### src/hw/rtl/edc_pkg.sv
// ----------------------------------------------------------------------------
// edc_pkg: shared types and constants for the epoch to calendar date block
// Holds the request classes, the queue entry and result types, calendar
// constants and the leap year and month length helpers.
// ----------------------------------------------------------------------------
package edc_pkg;

    localparam int unsigned BASE_YEAR    = 1970;
    localparam int unsigned BASE_WEEKDAY = 4;

    localparam logic [31:0] LIMIT_RESERVED = 32'hFFFD_5D00;
    localparam logic [31:0] LIMIT_PREDAY   = 32'hFFFE_AE80;

    localparam logic [16:0] SEC_PER_DAY  = 17'd86400;
    localparam logic [16:0] SEC_PER_HOUR = 17'd3600;
    localparam logic [16:0] SEC_PER_MIN  = 17'd60;

    // Reciprocals for the constant divisions; each quotient is exact over the
    // operand range it is used on.
    //   seconds / 86400 = ((seconds >> 7) * RECIP_DAY)  >> 35
    //   seconds / 3600  = ((seconds >> 4) * RECIP_HOUR) >> 21
    //   seconds / 60    = ((seconds >> 2) * RECIP_MIN)  >> 14
    //   days / 7        = (days * RECIP_WEEK)           >> 19
    localparam logic [25:0] RECIP_DAY  = 26'd50903317;
    localparam logic [13:0] RECIP_HOUR = 14'd9321;
    localparam logic [10:0] RECIP_MIN  = 11'd1093;
    localparam logic [16:0] RECIP_WEEK = 17'd74899;

    // Year field at the epoch and the fixed fields of the day before it
    localparam logic [7:0] YEAR_AT_BASE   = 8'(BASE_YEAR - 1900);
    localparam logic [7:0] PREDAY_YEAR    = 8'd69;
    localparam logic [3:0] PREDAY_MONTH   = 4'd11;
    localparam logic [4:0] PREDAY_MDAY    = 5'd31;
    localparam logic [8:0] PREDAY_YDAY    = 9'd364;
    localparam logic [2:0] PREDAY_WEEKDAY = 3'((BASE_WEEKDAY + 6) % 7);
    localparam logic [3:0] WEEK_LEN       = 4'd7;

    // Leap exceptions as offsets from 1900
    localparam logic [7:0] YEAR_1900 = 8'd0;
    localparam logic [7:0] YEAR_2100 = 8'd200;

    localparam logic [3:0] MONTH_FEB = 4'd1;
    localparam logic [3:0] MONTH_CNT = 4'd12;

    // Request classes
    localparam logic [1:0] KIND_NORMAL = 2'd0;
    localparam logic [1:0] KIND_PREDAY = 2'd1;
    localparam logic [1:0] KIND_ERROR  = 2'd2;

    typedef struct packed {
        logic [1:0]  kind;
        logic [31:0] adj;
        logic [31:0] secs;
    } entry_t;

    typedef struct packed {
        logic        range_error;
        logic [5:0]  second_of_minute;
        logic [5:0]  minute_of_hour;
        logic [4:0]  hour_of_day;
        logic [2:0]  weekday;
        logic [7:0]  year_since_1900;
        logic [8:0]  day_of_year;
        logic [3:0]  month_index;
        logic [4:0]  day_of_month;
        logic [31:0] adjusted_epoch;
    } result_t;

    function automatic logic is_leap(input logic [7:0] ys);
        return (ys[1:0] == 2'd0) && (ys != YEAR_1900) && (ys != YEAR_2100);
    endfunction

    function automatic logic [4:0] month_len(input logic [3:0] mon, input logic leap);
        logic [4:0] len;
        case (mon)
            4'd1:                 len = leap ? 5'd29 : 5'd28;
            4'd3, 4'd5, 4'd8, 4'd10: len = 5'd30;
            default:              len = 5'd31;
        endcase
        return len;
    endfunction

endpackage

### src/hw/rtl/edc_if.sv
// ----------------------------------------------------------------------------
// edc_if: request and response channels
// Valid/ready channels carrying the request and the broken-down date.
// ----------------------------------------------------------------------------
interface edc_req_if;
    logic               valid;
    logic               ready;
    logic [31:0]        epoch_seconds;
    logic signed [17:0] offset_seconds;

    modport source (output valid, output epoch_seconds, output offset_seconds, input ready);
    modport sink   (input valid, input epoch_seconds, input offset_seconds, output ready);
endinterface

interface edc_rsp_if;
    logic        valid;
    logic        ready;
    logic        range_error;
    logic [5:0]  second_of_minute;
    logic [5:0]  minute_of_hour;
    logic [4:0]  hour_of_day;
    logic [2:0]  weekday;
    logic [7:0]  year_since_1900;
    logic [8:0]  day_of_year;
    logic [3:0]  month_index;
    logic [4:0]  day_of_month;
    logic [31:0] adjusted_epoch;

    modport source (output valid, output range_error, output second_of_minute,
                    output minute_of_hour, output hour_of_day, output weekday,
                    output year_since_1900, output day_of_year, output month_index,
                    output day_of_month, output adjusted_epoch, input ready);
    modport sink   (input valid, input range_error, input second_of_minute,
                    input minute_of_hour, input hour_of_day, input weekday,
                    input year_since_1900, input day_of_year, input month_index,
                    input day_of_month, input adjusted_epoch, output ready);
endinterface

### src/hw/rtl/edc_front.sv
// ----------------------------------------------------------------------------
// edc_front: request classifier
// Applies the offset and sorts each request into normal, pre-epoch day or
// range error before it enters the queue.
// ----------------------------------------------------------------------------
module edc_front (
    input  logic                 in_valid,
    output logic                 in_ready,
    input  logic [31:0]          epoch_seconds,
    input  logic signed [17:0]   offset_seconds,
    output logic                 push_valid,
    input  logic                 push_ready,
    output edc_pkg::entry_t      push_data
);
    import edc_pkg::*;

    logic [31:0] off_ext;
    logic [31:0] adj;
    logic        preday;

    assign off_ext = {{14{offset_seconds[17]}}, offset_seconds};
    assign adj     = epoch_seconds - off_ext;
    assign preday  = (adj >= LIMIT_PREDAY);

    always_comb
    begin
        push_data.adj  = adj;
        push_data.secs = preday ? (adj - LIMIT_PREDAY) : adj;
        if (epoch_seconds >= LIMIT_RESERVED)
            push_data.kind = KIND_ERROR;
        else if (preday)
            push_data.kind = KIND_PREDAY;
        else
            push_data.kind = KIND_NORMAL;
    end

    assign push_valid = in_valid;
    assign in_ready   = push_ready;

endmodule

### src/hw/rtl/edc_queue.sv
// ----------------------------------------------------------------------------
// edc_queue: two-entry queue
// Decouples the classifier from the date sequencer.
// ----------------------------------------------------------------------------
module edc_queue (
    input  logic                 clk,
    input  logic                 rst_n,
    input  logic                 push_valid,
    output logic                 push_ready,
    input  edc_pkg::entry_t      push_data,
    output logic                 pop_valid,
    input  logic                 pop_ready,
    output edc_pkg::entry_t      pop_data
);
    import edc_pkg::*;

    entry_t     mem [2];
    logic       wr_ptr_reg;
    logic       rd_ptr_reg;
    logic [1:0] count_reg;
    logic       do_push;
    logic       do_pop;

    assign push_ready = (count_reg != 2'd2);
    assign pop_valid  = (count_reg != 2'd0);
    assign pop_data   = mem[rd_ptr_reg];
    assign do_push    = push_valid && push_ready;
    assign do_pop     = pop_valid && pop_ready;

    always_ff @(posedge clk)
    begin
        if (do_push)
            mem[wr_ptr_reg] <= push_data;
    end

    always_ff @(posedge clk or negedge rst_n)
    begin
        if (!rst_n)
        begin
            wr_ptr_reg <= 1'b0;
            rd_ptr_reg <= 1'b0;
            count_reg  <= 2'd0;
        end
        else
        begin
            if (do_push)
                wr_ptr_reg <= ~wr_ptr_reg;
            if (do_pop)
                rd_ptr_reg <= ~rd_ptr_reg;
            if (do_push && !do_pop)
                count_reg <= count_reg + 2'd1;
            else if (do_pop && !do_push)
                count_reg <= count_reg - 2'd1;
        end
    end

endmodule

### src/hw/rtl/edc_back.sv
// ----------------------------------------------------------------------------
// edc_back: date sequencer
// Splits the seconds by reciprocal multiplication over a sequence of states, walks
// years and months, and holds the finished date in an output register.
// ----------------------------------------------------------------------------
module edc_back (
    input  logic                 clk,
    input  logic                 rst_n,
    input  logic                 pop_valid,
    output logic                 pop_ready,
    input  edc_pkg::entry_t      pop_data,
    output logic                 out_valid,
    input  logic                 out_ready,
    output edc_pkg::result_t     out_data
);
    import edc_pkg::*;

    localparam logic [3:0] S_IDLE  = 4'd0;
    localparam logic [3:0] S_DAY   = 4'd1;
    localparam logic [3:0] S_SPLIT = 4'd2;
    localparam logic [3:0] S_HOUR  = 4'd3;
    localparam logic [3:0] S_SOH   = 4'd4;
    localparam logic [3:0] S_MIN   = 4'd5;
    localparam logic [3:0] S_SEC   = 4'd6;
    localparam logic [3:0] S_YEAR  = 4'd7;
    localparam logic [3:0] S_MONTH = 4'd8;
    localparam logic [3:0] S_DONE  = 4'd9;

    logic [3:0]  state_reg, state_next;
    logic [31:0] secs_reg, secs_next;
    logic [16:0] rem_reg, rem_next;
    logic [13:0] wq_reg, wq_next;
    logic [2:0]  wmod_reg, wmod_next;
    logic [1:0]  kind_reg, kind_next;
    logic [31:0] adj_reg, adj_next;
    logic [15:0] days_reg, days_next;
    logic [7:0]  ys_reg, ys_next;
    logic [8:0]  yday_reg, yday_next;
    logic [3:0]  mon_reg, mon_next;
    logic [4:0]  hour_reg, hour_next;
    logic [5:0]  min_reg, min_next;
    logic [5:0]  sec_reg, sec_next;
    logic        out_valid_reg, out_valid_next;
    result_t     out_reg, out_next;

    logic [50:0] day_prod;
    logic [31:0] day_base;
    logic [31:0] sod_full;
    logic [32:0] week_prod;
    logic [15:0] week_base;
    logic [15:0] wmod_full;
    logic [26:0] hour_prod;
    logic [16:0] hour_base;
    logic [16:0] soh_full;
    logic [20:0] min_prod;
    logic [16:0] min_base;
    logic [16:0] sec_full;
    logic        leap;
    logic [15:0] ylen;
    logic [15:0] mlen;
    logic [3:0]  wsum;
    logic [2:0]  wday_normal;
    logic        out_free;
    result_t     res;

    // Whole days, then seconds of the day and the week quotient
    assign day_prod  = 51'(secs_reg[31:7]) * 51'(RECIP_DAY);
    assign day_base  = 32'(days_reg) * 32'(SEC_PER_DAY);
    assign sod_full  = secs_reg - day_base;
    assign week_prod = 33'(days_reg) * 33'(RECIP_WEEK);

    // Day count modulo 7 from the registered week quotient
    assign week_base = 16'(wq_reg) * 16'(WEEK_LEN);
    assign wmod_full = days_reg - week_base;

    // Hours from seconds of the day, then minutes and seconds of the hour
    assign hour_prod = 27'(rem_reg[16:4]) * 27'(RECIP_HOUR);
    assign hour_base = 17'(hour_reg) * SEC_PER_HOUR;
    assign soh_full  = rem_reg - hour_base;
    assign min_prod  = 21'(rem_reg[11:2]) * 21'(RECIP_MIN);
    assign min_base  = 17'(min_reg) * SEC_PER_MIN;
    assign sec_full  = rem_reg - min_base;

    assign leap = is_leap(ys_reg);
    assign ylen = leap ? 16'd366 : 16'd365;
    assign mlen = {11'd0, month_len(mon_reg, leap && (mon_reg == MONTH_FEB))};

    assign wsum        = 4'(BASE_WEEKDAY) + {1'b0, wmod_reg};
    assign wday_normal = (wsum >= WEEK_LEN) ? 3'(wsum - WEEK_LEN) : wsum[2:0];

    assign out_free  = !out_valid_reg || out_ready;
    assign pop_ready = (state_reg == S_IDLE);

    always_comb
    begin
        res = '0;
        if (kind_reg == KIND_ERROR)
        begin
            res.range_error    = 1'b1;
            res.adjusted_epoch = '1;
        end
        else
        begin
            res.second_of_minute = sec_reg;
            res.minute_of_hour   = min_reg;
            res.hour_of_day      = hour_reg;
            res.adjusted_epoch   = adj_reg;
            if (kind_reg == KIND_PREDAY)
            begin
                res.weekday         = PREDAY_WEEKDAY;
                res.year_since_1900 = PREDAY_YEAR;
                res.day_of_year     = PREDAY_YDAY;
                res.month_index     = PREDAY_MONTH;
                res.day_of_month    = PREDAY_MDAY;
            end
            else
            begin
                res.weekday         = wday_normal;
                res.year_since_1900 = ys_reg;
                res.day_of_year     = yday_reg;
                res.month_index     = mon_reg;
                res.day_of_month    = days_reg[4:0] + 5'd1;
            end
        end
    end

    always_comb
    begin
        state_next     = state_reg;
        secs_next      = secs_reg;
        rem_next       = rem_reg;
        wq_next        = wq_reg;
        wmod_next      = wmod_reg;
        kind_next      = kind_reg;
        adj_next       = adj_reg;
        days_next      = days_reg;
        ys_next        = ys_reg;
        yday_next      = yday_reg;
        mon_next       = mon_reg;
        hour_next      = hour_reg;
        min_next       = min_reg;
        sec_next       = sec_reg;
        out_valid_next = out_valid_reg && !out_ready;
        out_next       = out_reg;

        unique case (state_reg)
            S_IDLE:
            begin
                if (pop_valid)
                begin
                    kind_next  = pop_data.kind;
                    adj_next   = pop_data.adj;
                    secs_next  = pop_data.secs;
                    state_next = (pop_data.kind == KIND_ERROR) ? S_DONE : S_DAY;
                end
            end
            S_DAY:
            begin
                days_next  = day_prod[50:35];
                state_next = S_SPLIT;
            end
            S_SPLIT:
            begin
                rem_next   = sod_full[16:0];
                wq_next    = week_prod[32:19];
                state_next = S_HOUR;
            end
            S_HOUR:
            begin
                hour_next  = hour_prod[25:21];
                wmod_next  = wmod_full[2:0];
                state_next = S_SOH;
            end
            S_SOH:
            begin
                rem_next   = soh_full;
                state_next = S_MIN;
            end
            S_MIN:
            begin
                min_next   = min_prod[19:14];
                state_next = S_SEC;
            end
            S_SEC:
            begin
                sec_next   = sec_full[5:0];
                ys_next    = YEAR_AT_BASE;
                state_next = (kind_reg == KIND_PREDAY) ? S_DONE : S_YEAR;
            end
            S_YEAR:
            begin
                if (days_reg >= ylen)
                begin
                    days_next = days_reg - ylen;
                    ys_next   = ys_reg + 8'd1;
                end
                else
                begin
                    yday_next  = days_reg[8:0];
                    mon_next   = '0;
                    state_next = S_MONTH;
                end
            end
            S_MONTH:
            begin
                if (days_reg == 16'd0 || mon_reg >= MONTH_CNT || days_reg < mlen)
                    state_next = S_DONE;
                else
                begin
                    days_next = days_reg - mlen;
                    mon_next  = mon_reg + 4'd1;
                end
            end
            S_DONE:
            begin
                if (out_free)
                begin
                    out_next       = res;
                    out_valid_next = 1'b1;
                    state_next     = S_IDLE;
                end
            end
            default:
            begin
                state_next = S_IDLE;
            end
        endcase
    end

    always_ff @(posedge clk or negedge rst_n)
    begin
        if (!rst_n)
        begin
            state_reg     <= S_IDLE;
            out_valid_reg <= 1'b0;
        end
        else
        begin
            state_reg     <= state_next;
            out_valid_reg <= out_valid_next;
        end
    end

    always_ff @(posedge clk)
    begin
        secs_reg  <= secs_next;
        rem_reg   <= rem_next;
        wq_reg    <= wq_next;
        wmod_reg  <= wmod_next;
        kind_reg  <= kind_next;
        adj_reg   <= adj_next;
        days_reg  <= days_next;
        ys_reg    <= ys_next;
        yday_reg  <= yday_next;
        mon_reg   <= mon_next;
        hour_reg  <= hour_next;
        min_reg   <= min_next;
        sec_reg   <= sec_next;
        out_reg   <= out_next;
    end

    assign out_valid = out_valid_reg;
    assign out_data  = out_reg;

endmodule

### src/hw/rtl/epoch_to_calendar_date.sv
// ----------------------------------------------------------------------------
// epoch_to_calendar_date: seconds since 1970 to broken-down UTC date
// Converts a 32-bit epoch and a local offset into time of day, weekday,
// year, day of year, month and day of month.
// ----------------------------------------------------------------------------
// Usage:
//   req carries epoch_seconds and a signed offset_seconds; a transfer happens
//   when valid and ready are both high. rsp returns one result per request,
//   in request order, under the same valid/ready rule.
//   The classifier applies the offset and flags range errors as the request
//   is taken; a two-entry queue holds classified requests so new transfers
//   can arrive while the sequencer is busy or a result waits on rsp.
//   From the req transfer to rsp valid with an idle sequencer, a range
//   error goes straight to the output register, the pre-epoch day runs the
//   time of day states S_DAY, S_SPLIT, S_HOUR, S_SOH, S_MIN and S_SEC, and a
//   normal date also walks the years from 1970 (up to 136) and the months
//   (up to 11). The time of day comes from reciprocal multiplication and
//   compare-free correction. The single sequencer takes a new item only
//   when idle, after the result of the last one is registered.
//   Reset clears the queue and the sequencer; no result is pending after it.
//   When the receiver stalls, the result holds on rsp, the sequencer waits
//   with its next result, and req stalls once the queue is full.
// ----------------------------------------------------------------------------
module epoch_to_calendar_date (
    input  logic        clk,
    input  logic        rst_n,
    edc_req_if.sink     req,
    edc_rsp_if.source   rsp
);
    import edc_pkg::*;

    entry_t  push_data;
    entry_t  pop_data;
    result_t out_data;
    logic    push_valid;
    logic    push_ready;
    logic    pop_valid;
    logic    pop_ready;

    // Classify and apply the offset on the way in
    edc_front u_front (
        .in_valid       (req.valid),
        .in_ready       (req.ready),
        .epoch_seconds  (req.epoch_seconds),
        .offset_seconds (req.offset_seconds),
        .push_valid     (push_valid),
        .push_ready     (push_ready),
        .push_data      (push_data)
    );

    // Hold classified requests while the sequencer works
    edc_queue u_queue (
        .clk        (clk),
        .rst_n      (rst_n),
        .push_valid (push_valid),
        .push_ready (push_ready),
        .push_data  (push_data),
        .pop_valid  (pop_valid),
        .pop_ready  (pop_ready),
        .pop_data   (pop_data)
    );

    // Split seconds, walk the calendar, and register the result
    edc_back u_back (
        .clk       (clk),
        .rst_n     (rst_n),
        .pop_valid (pop_valid),
        .pop_ready (pop_ready),
        .pop_data  (pop_data),
        .out_valid (rsp.valid),
        .out_ready (rsp.ready),
        .out_data  (out_data)
    );

    assign rsp.range_error      = out_data.range_error;
    assign rsp.second_of_minute = out_data.second_of_minute;
    assign rsp.minute_of_hour   = out_data.minute_of_hour;
    assign rsp.hour_of_day      = out_data.hour_of_day;
    assign rsp.weekday          = out_data.weekday;
    assign rsp.year_since_1900  = out_data.year_since_1900;
    assign rsp.day_of_year      = out_data.day_of_year;
    assign rsp.month_index      = out_data.month_index;
    assign rsp.day_of_month     = out_data.day_of_month;
    assign rsp.adjusted_epoch   = out_data.adjusted_epoch;

    // An error result carries an all-ones epoch and an empty date
    a_error_fields: assert property (@(posedge clk) disable iff (!rst_n)
        rsp.valid && rsp.range_error |->
            rsp.adjusted_epoch == 32'hFFFF_FFFF && rsp.day_of_month == 5'd0)
        else $error("error result with nonzero date fields");

    // A valid date has a real month and a one-based day
    a_date_range: assert property (@(posedge clk) disable iff (!rst_n)
        rsp.valid && !rsp.range_error |->
            rsp.month_index <= 4'd11 && rsp.day_of_month != 5'd0 && rsp.weekday <= 3'd6)
        else $error("calendar field out of range");

    // Time of day fields stay inside their ranges
    a_time_range: assert property (@(posedge clk) disable iff (!rst_n)
        rsp.valid |->
            rsp.hour_of_day <= 5'd23 && rsp.minute_of_hour <= 6'd59 &&
            rsp.second_of_minute <= 6'd59)
        else $error("time of day field out of range");

endmodule
### src/flat_wrapper.sv
// flat-port wrapper written by rule: the top's interface ports become plain ports
module epoch_to_calendar_date_flat import edc_pkg::*;
  (clk, rst_n, req_valid, req_epoch_seconds, req_offset_seconds, req_ready, rsp_valid, rsp_range_error, rsp_second_of_minute, rsp_minute_of_hour, rsp_hour_of_day, rsp_weekday, rsp_year_since_1900, rsp_day_of_year, rsp_month_index, rsp_day_of_month, rsp_adjusted_epoch, rsp_ready);
  edc_req_if req_i ();
  edc_rsp_if rsp_i ();
  input  logic clk;
  input  logic rst_n;
  input wire logic [$bits(req_i.valid)-1:0] req_valid;
  input wire logic [$bits(req_i.epoch_seconds)-1:0] req_epoch_seconds;
  input wire logic [$bits(req_i.offset_seconds)-1:0] req_offset_seconds;
  output wire logic [$bits(req_i.ready)-1:0] req_ready;
  output wire logic [$bits(rsp_i.valid)-1:0] rsp_valid;
  output wire logic [$bits(rsp_i.range_error)-1:0] rsp_range_error;
  output wire logic [$bits(rsp_i.second_of_minute)-1:0] rsp_second_of_minute;
  output wire logic [$bits(rsp_i.minute_of_hour)-1:0] rsp_minute_of_hour;
  output wire logic [$bits(rsp_i.hour_of_day)-1:0] rsp_hour_of_day;
  output wire logic [$bits(rsp_i.weekday)-1:0] rsp_weekday;
  output wire logic [$bits(rsp_i.year_since_1900)-1:0] rsp_year_since_1900;
  output wire logic [$bits(rsp_i.day_of_year)-1:0] rsp_day_of_year;
  output wire logic [$bits(rsp_i.month_index)-1:0] rsp_month_index;
  output wire logic [$bits(rsp_i.day_of_month)-1:0] rsp_day_of_month;
  output wire logic [$bits(rsp_i.adjusted_epoch)-1:0] rsp_adjusted_epoch;
  input wire logic [$bits(rsp_i.ready)-1:0] rsp_ready;
  assign req_i.valid = req_valid;
  assign req_i.epoch_seconds = req_epoch_seconds;
  assign req_i.offset_seconds = req_offset_seconds;
  assign req_ready = req_i.ready;
  assign rsp_valid = rsp_i.valid;
  assign rsp_range_error = rsp_i.range_error;
  assign rsp_second_of_minute = rsp_i.second_of_minute;
  assign rsp_minute_of_hour = rsp_i.minute_of_hour;
  assign rsp_hour_of_day = rsp_i.hour_of_day;
  assign rsp_weekday = rsp_i.weekday;
  assign rsp_year_since_1900 = rsp_i.year_since_1900;
  assign rsp_day_of_year = rsp_i.day_of_year;
  assign rsp_month_index = rsp_i.month_index;
  assign rsp_day_of_month = rsp_i.day_of_month;
  assign rsp_adjusted_epoch = rsp_i.adjusted_epoch;
  assign rsp_i.ready = rsp_ready;
  epoch_to_calendar_date u_core (.clk(clk), .rst_n(rst_n), .req(req_i), .rsp(rsp_i));
endmodule
### config.mk
export PLATFORM = sky130hd
export DESIGN_NAME = epoch_to_calendar_date_flat
export DESIGN_NICKNAME = d
export VERILOG_FILES = /design/src/hw/rtl/edc_pkg.sv /design/src/hw/rtl/edc_if.sv /design/src/hw/rtl/edc_front.sv /design/src/hw/rtl/edc_queue.sv /design/src/hw/rtl/edc_back.sv /design/src/hw/rtl/epoch_to_calendar_date.sv /design/src/flat_wrapper.sv
export SDC_FILE = /design/constraint.sdc
export NUM_CORES = 2
export LEC_CHECK = 0
export ABC_AREA = 1
export BUFFER_PORTS_ARGS = -buffer_cell sky130_fd_sc_hd__buf_4
export CAP_MARGIN = 20
export CELL_PAD_IN_SITES_DETAIL_PLACEMENT = 1
export CELL_PAD_IN_SITES_GLOBAL_PLACEMENT = 1
export CORE_MARGIN = 1.5
export CORE_UTILIZATION = 36
export DETAILED_ROUTE_END_ITERATION = 6
export GPL_ROUTABILITY_DRIVEN = 0
export PLACE_DENSITY_LB_ADDON = 0.1
export SYNTH_ARGS = -nofsm -noshare
export SYNTH_HDL_FRONTEND = slang
export SYNTH_SLANG_ARGS = --single-unit
### constraint.sdc
create_clock -name clk -period 6.6 [get_ports clk]
set_input_delay 1.32 -clock clk [delete_from_list [all_inputs] [get_ports clk]]
set_output_delay 1.32 -clock clk [all_outputs]
set_load 0.02 [all_outputs]
## Word level (Yosys, flattened, before mapping)

Memories as Yosys holds them, arrays and structs flattened.
Cells that the tools add are included.

- Bits in registers: 242
- Memory bits (writable): 132
- Bits of input ports: 54
- Output and inout port bits: 81
- Memories: 1

Memories:

| memory | words | bits a word | rd ports | clocked after Yosys merged registers in | wr ports | RTL line | RTL |
|---|---|---|---|---|---|---|---|
| u_core.u_queue.mem | 2 | 66 | 1 | 0 | 1 | edc_queue.sv:17 | `entry_t mem [2];` |

- $add $sub $neg: 15
- Multipliers: 8
- $lt $le $gt $ge: 6
- Eq/ne operators: 25
- Multiplexer cells: 31
- Bitwise operators: 3
- Reductions and logical operators: 34

Operator list:

| operator | number |
|---|---|
| $ge A32 B32 Y1 const B | 2 |
| $mul A25 B26 Y51 const B | 1 |
| $pmux W16 S3 | 1 |
| $pmux W4 S10 | 1 |
| $pmux W17 S2 | 1 |
| $sub A17 B17 Y17 | 2 |
| $mul A16 B17 Y33 const B | 1 |
| $mux W16 | 2 |
| $mux W32 | 1 |
| $mux W4 | 8 |
| $sub A32 B32 Y32 | 1 |
| $sub A32 B32 Y32 const B | 1 |
| $mux W28 | 1 |
| $mul A13 B14 Y26 const B | 1 |
| $eq A4 B3 Y1 const B | 5 |
| $mul A10 B11 Y20 const B | 1 |
| $eq A4 B4 Y1 const B | 4 |
| $ge A16 B9 Y1 | 1 |
| $logic_not A16 Y1 | 1 |
| $lt A16 B5 Y1 | 1 |
| $mul A16 B10 Y10 const B | 1 |
| $pmux W8 S2 | 1 |
| $sub A16 B5 Y16 | 1 |
| $sub A16 B9 Y16 | 1 |
| other kinds (40) | 81 |

## Logic depth before layout (Yosys ltp)

- Depth after elaboration: 10
- Gate-level depth with buffers: 27
- Mapped depth without buffers: 27

## Hierarchy

A second synthesis with hierarchy kept.

- Cell total of the unflattened synthesis: 4527
- Area total of the unflattened synthesis: 38256.7 µm²

Modules (own cells, without submodules):

| module | instances | cells each | area an instance (µm²) |
|---|---|---|---|
| edc_back | 1 | 3395 | 29607.1 |
| edc_queue | 1 | 374 | 5036.1 |
| edc_front | 1 | 758 | 3613.5 |

## Worst setup path after synthesis

Ideal clock, no wire load.

- Kind: input -> register
- From: input rsp_ready
- To: register u_core.u_back.out_reg, in the netlist u_core.u_back.out_data[0], enable pin
- Setup time: 0.543 ns
- Arrival: 5.209 ns
- Required time: 6.057 ns
- Slack: 0.849 ns
- Stages: 2
- Cells stage by stage: inv_1 -> a21oi_1

- Cells in the longest elaborated chain, start to end: 2

Ends and longest elaborated chain:

| item | RTL line | RTL |
|---|---|---|
| start: declaration | flat_wrapper.sv:23 | `input wire logic [$bits(rsp_i.ready)-1:0] rsp_ready;` |
| $logic_or A1 B1 Y1 | edc_back.sv:91 | `assign out_free = !out_valid_reg \|\| out_ready;` |
| $reduce_and A2 Y1 (no source line) | -- |  |
| end signal: assignment | edc_back.sv:259 | `out_reg <= out_next;` |
| end: declaration | edc_back.sv:44 | `result_t out_reg, out_next;` |

No other way between the ends.
A chain may end at the register's enable or synchronous reset.

## Worst setup path in the final report

- From: register u_core.u_back.secs_reg[30]
- To: register u_core.u_back.days_reg[11], data pin

- Cells in the longest elaborated chain, start to end: 2

Ends and longest elaborated chain:

| item | RTL line | RTL |
|---|---|---|
| start: declaration | edc_back.sv:30 | `logic [31:0] secs_reg, secs_next;` |
| start signal: assignment | edc_back.sv:246 | `secs_reg <= secs_next;` |
| $mul A25 B26 Y51 | edc_back.sv:67 | `assign day_prod = 51'(secs_reg[31:7]) * 51'(RECIP_DAY);` |
| $pmux W16 S3 | edc_back.sv:146 | `unique case (state_reg)` |
| via u_core.u_back.days_next[11] | edc_back.sv:36 | `logic [15:0] days_reg, days_next;` |
| end signal: assignment | edc_back.sv:252 | `days_reg <= days_next;` |
| end: declaration | edc_back.sv:36 |  |

The timed path passes the listed nets, and every way through them passes these cells.

==> out/metrics.yaml <==
worstSetupPathType: "flip-flop to flip-flop"
area_delta_synth_final_pct: 12.7
largest_reg_flops: 118
drt_iter0_markers: 1099
crit_arrival_ps: 6660
nets: 5049
synthSimpleGateAreaFrac_pct: 14.9
clock_skew_ps: 30.2
syn-num-nets: 4842
cp-startpoint: "u_core.u_back.secs_reg[30]"
synth_compound_area_share_pct: 5.94
min_period_ps: 6330
start_util_pct: 36.4
fin_area_um2: 39700
drv_slew: 0
synth.area.mux_share_pct: 0.0320
fin_util_pct: 41.0
crit_family: "adder cells"
fmax_mhz: 158
holdPathEnd: "u_core.u_back.sec_reg[0]"
holdPathStages: 0
drc: 0
viasPerCell: 4.80
ios: 135
vias: 26000
setup_viol: 0
worstSetupEndpointType: "flip-flop"
htree_levels: 2
hp-start: "u_core.u_back.rem_reg[0]"
synth_xor_area_share_pct: 2.14
critPathRequiredTime_ps: 6930
die_width_um: 316
reg2reg_to: "u_core.u_back.days_reg[11]"
worst-slew-pin-transition_ps: 860
antenna_left: 0
gr-total-overflow: 0
ys_ff_latch: 342
cpPeakStageDelay_ps: 560
cp.buffers_inverters: 4
synth_area_um2: 35200
crit_path_start_kind: "flip-flop"
min_path_type: "flip-flop to flip-flop"
rows: 114
r2r_cells: 19
netlist-cell-type-count: 54
crit_slowest_cell: "fa_1"
period_share_pct: 96.0
numClockSinks: 342
yosysSeqAreaShare_pct: 29.1
grt_pass1_vias: 27800
grt_pass1_wl_mm: 161
die_h_um: 316
place_inst: 5311
numCtsBuffers: 41
dr.pass1.iters: 5
syn_area_per_cell_um2: 9.04
hold_violations: 0
status: "finished clean"
cts-root-buf: "clkbuf_16"
synth_top_family_by_area: "adder cells"
wirelength_mm: 104
wl_per_cell_um: 19.2
core-area_um2: 96700
cts_tree: "yes"
cp_common_cell: "fa_1"
die_area_um2: 99600
fin_cells: 5409
placed_cell_area_um2: 38000
max-slew-margin-rel_pct: 42.4
clk_path_buf_depth: 3
path_clk_slew_ps: 60
synth_async_sr_flop_share_pct: 2.63
insertion_delay_ps: 590
diodes: 0
yosysWarningCount: 0
synth_adder_area_share_pct: 37.7
cp_max_fo: 6
timing.reg2reg.setup_slack_ps: 270
synth_edf_count: 333
rr_startpoint: "u_core.u_back.secs_reg[30]"
drive_gt1_share_pct: 8.32
dp_hpwl_mm: 87.5
cts_hold_buf: 0
grt_start_max_net_pins: 58
track_usage_pct: 21.2
drv_cap: 0
cp_cell_sequence: "fa_1 > inv_1 > fa_1 > inv_1 > fa_1 > inv_1 > fa_1 > inv_1 > fa_1 > fa_1 > ha_1 > ha_1 > a21o_1 > a21oi_1 > nand2_1 > a221oi_1 > o211ai_1 > nor2_1 > o21ai_0"
antenna_found_initial: 2
portBuffers: 134
synth-main-ff-cell: "edfxtp_1"
synth_cells: 3893
[worst max-delay path by stage]
stage,depth (start not counted),to
final,19,u_core.u_back.days_reg[11]
after global routing,22,u_core.u_back.days_reg[7]
after CTS,19,u_core.u_back.days_reg[11]
after detailed placement,19,u_core.u_back.days_reg[11]
after global placement,21,u_core.u_back.days_reg[11]
after floorplan,2,u_core.u_back.out_data[0]
[kinds of logic (layout without fill, tap and decap cells)]
kind of cell	after synthesis	after routing
and+or+nand+nor	1246	1246
buffers and inverters	952	1192
adders and majority gates	895	895
AOI/OAI and AO/OA	372	372
DFF	342	342
xor gates and xnor gates	85	85
muxes	1	1
[cells in the final DEF (no fill, tap or decap), drive strengths merged, types with 116 or more instances in the layout]
master and count:
fa 274, nand2 773, edfxtp 333, nand3 116, nor2 224, a21oi 170
buf 196, o21ai 119, ha 621, inv 920
[area by class of cell]
class	count	area, um2
clock buffer	48	1050
clock inverter	28	423
fill	11300	57100
inverter	920	3460
multi-input combinational	2599	21400
sequential	342	10200
tap	1276	1600
timing repair buffer	196	1510
[per-stage QoR]
step | setup TNS (ps) | setup WS, ps | hold WS [ps]
after floorplan | 0 | 849 | 400
after global placement | 0 | 264 | 402
after detailed placement | 0 | 167 | 407
after CTS | 0 | 111 | 421
after global routing | -10.5 | -10.5 | 442
final | 0 | 267 | 420
[metal layers]
layer  track usage [%]  vias to the layer above  share of wire, %
met1              27.6                    12700                46
met5                 0                        -             0.028
met3              1.95                      102               2.4
li1                  -                    12800                 -
met4              4.13                        4               1.8
met2              38.1                      282                50
[Yosys cell counts, drive strengths merged (2+ instances only)]
cell type	count	area share, %
a211oi	4	0.085
a21boi	5	0.11
a21o	18	0.38
a21oi	170	2.4
a221oi	7	0.17
a31oi	12	0.21
and2	4	0.071
and3	2	0.036
buf	6	0.12
clkbuf	26	0.28
clkinv	4	0.043
dfrtp	9	0.64
edfxtp	333	28
fa	274	16
ha	621	22
inv	916	9.8
nand2	773	8.4
nand3	116	1.7
nand3b	16	0.34
nand4	44	0.78
nor2	224	2.5
nor3	23	0.33
nor4	6	0.12
o211a	2	0.057
o211ai	3	0.064
o21a	2	0.043
o21ai	119	1.7
o21bai	13	0.28
o221ai	4	0.10
o22ai	4	0.071
o31ai	3	0.064
or2	37	0.66
xnor2	40	1.0
xor2	45	1.1
[repair_timing]
item                       CTS  global route
setup endpoints to repair    0             9
setup buffers                0            21
resized for setup            0             2
Power is not shown: default switching activity piles up to over one toggle a cycle in this logic, so the estimate is an artifact.
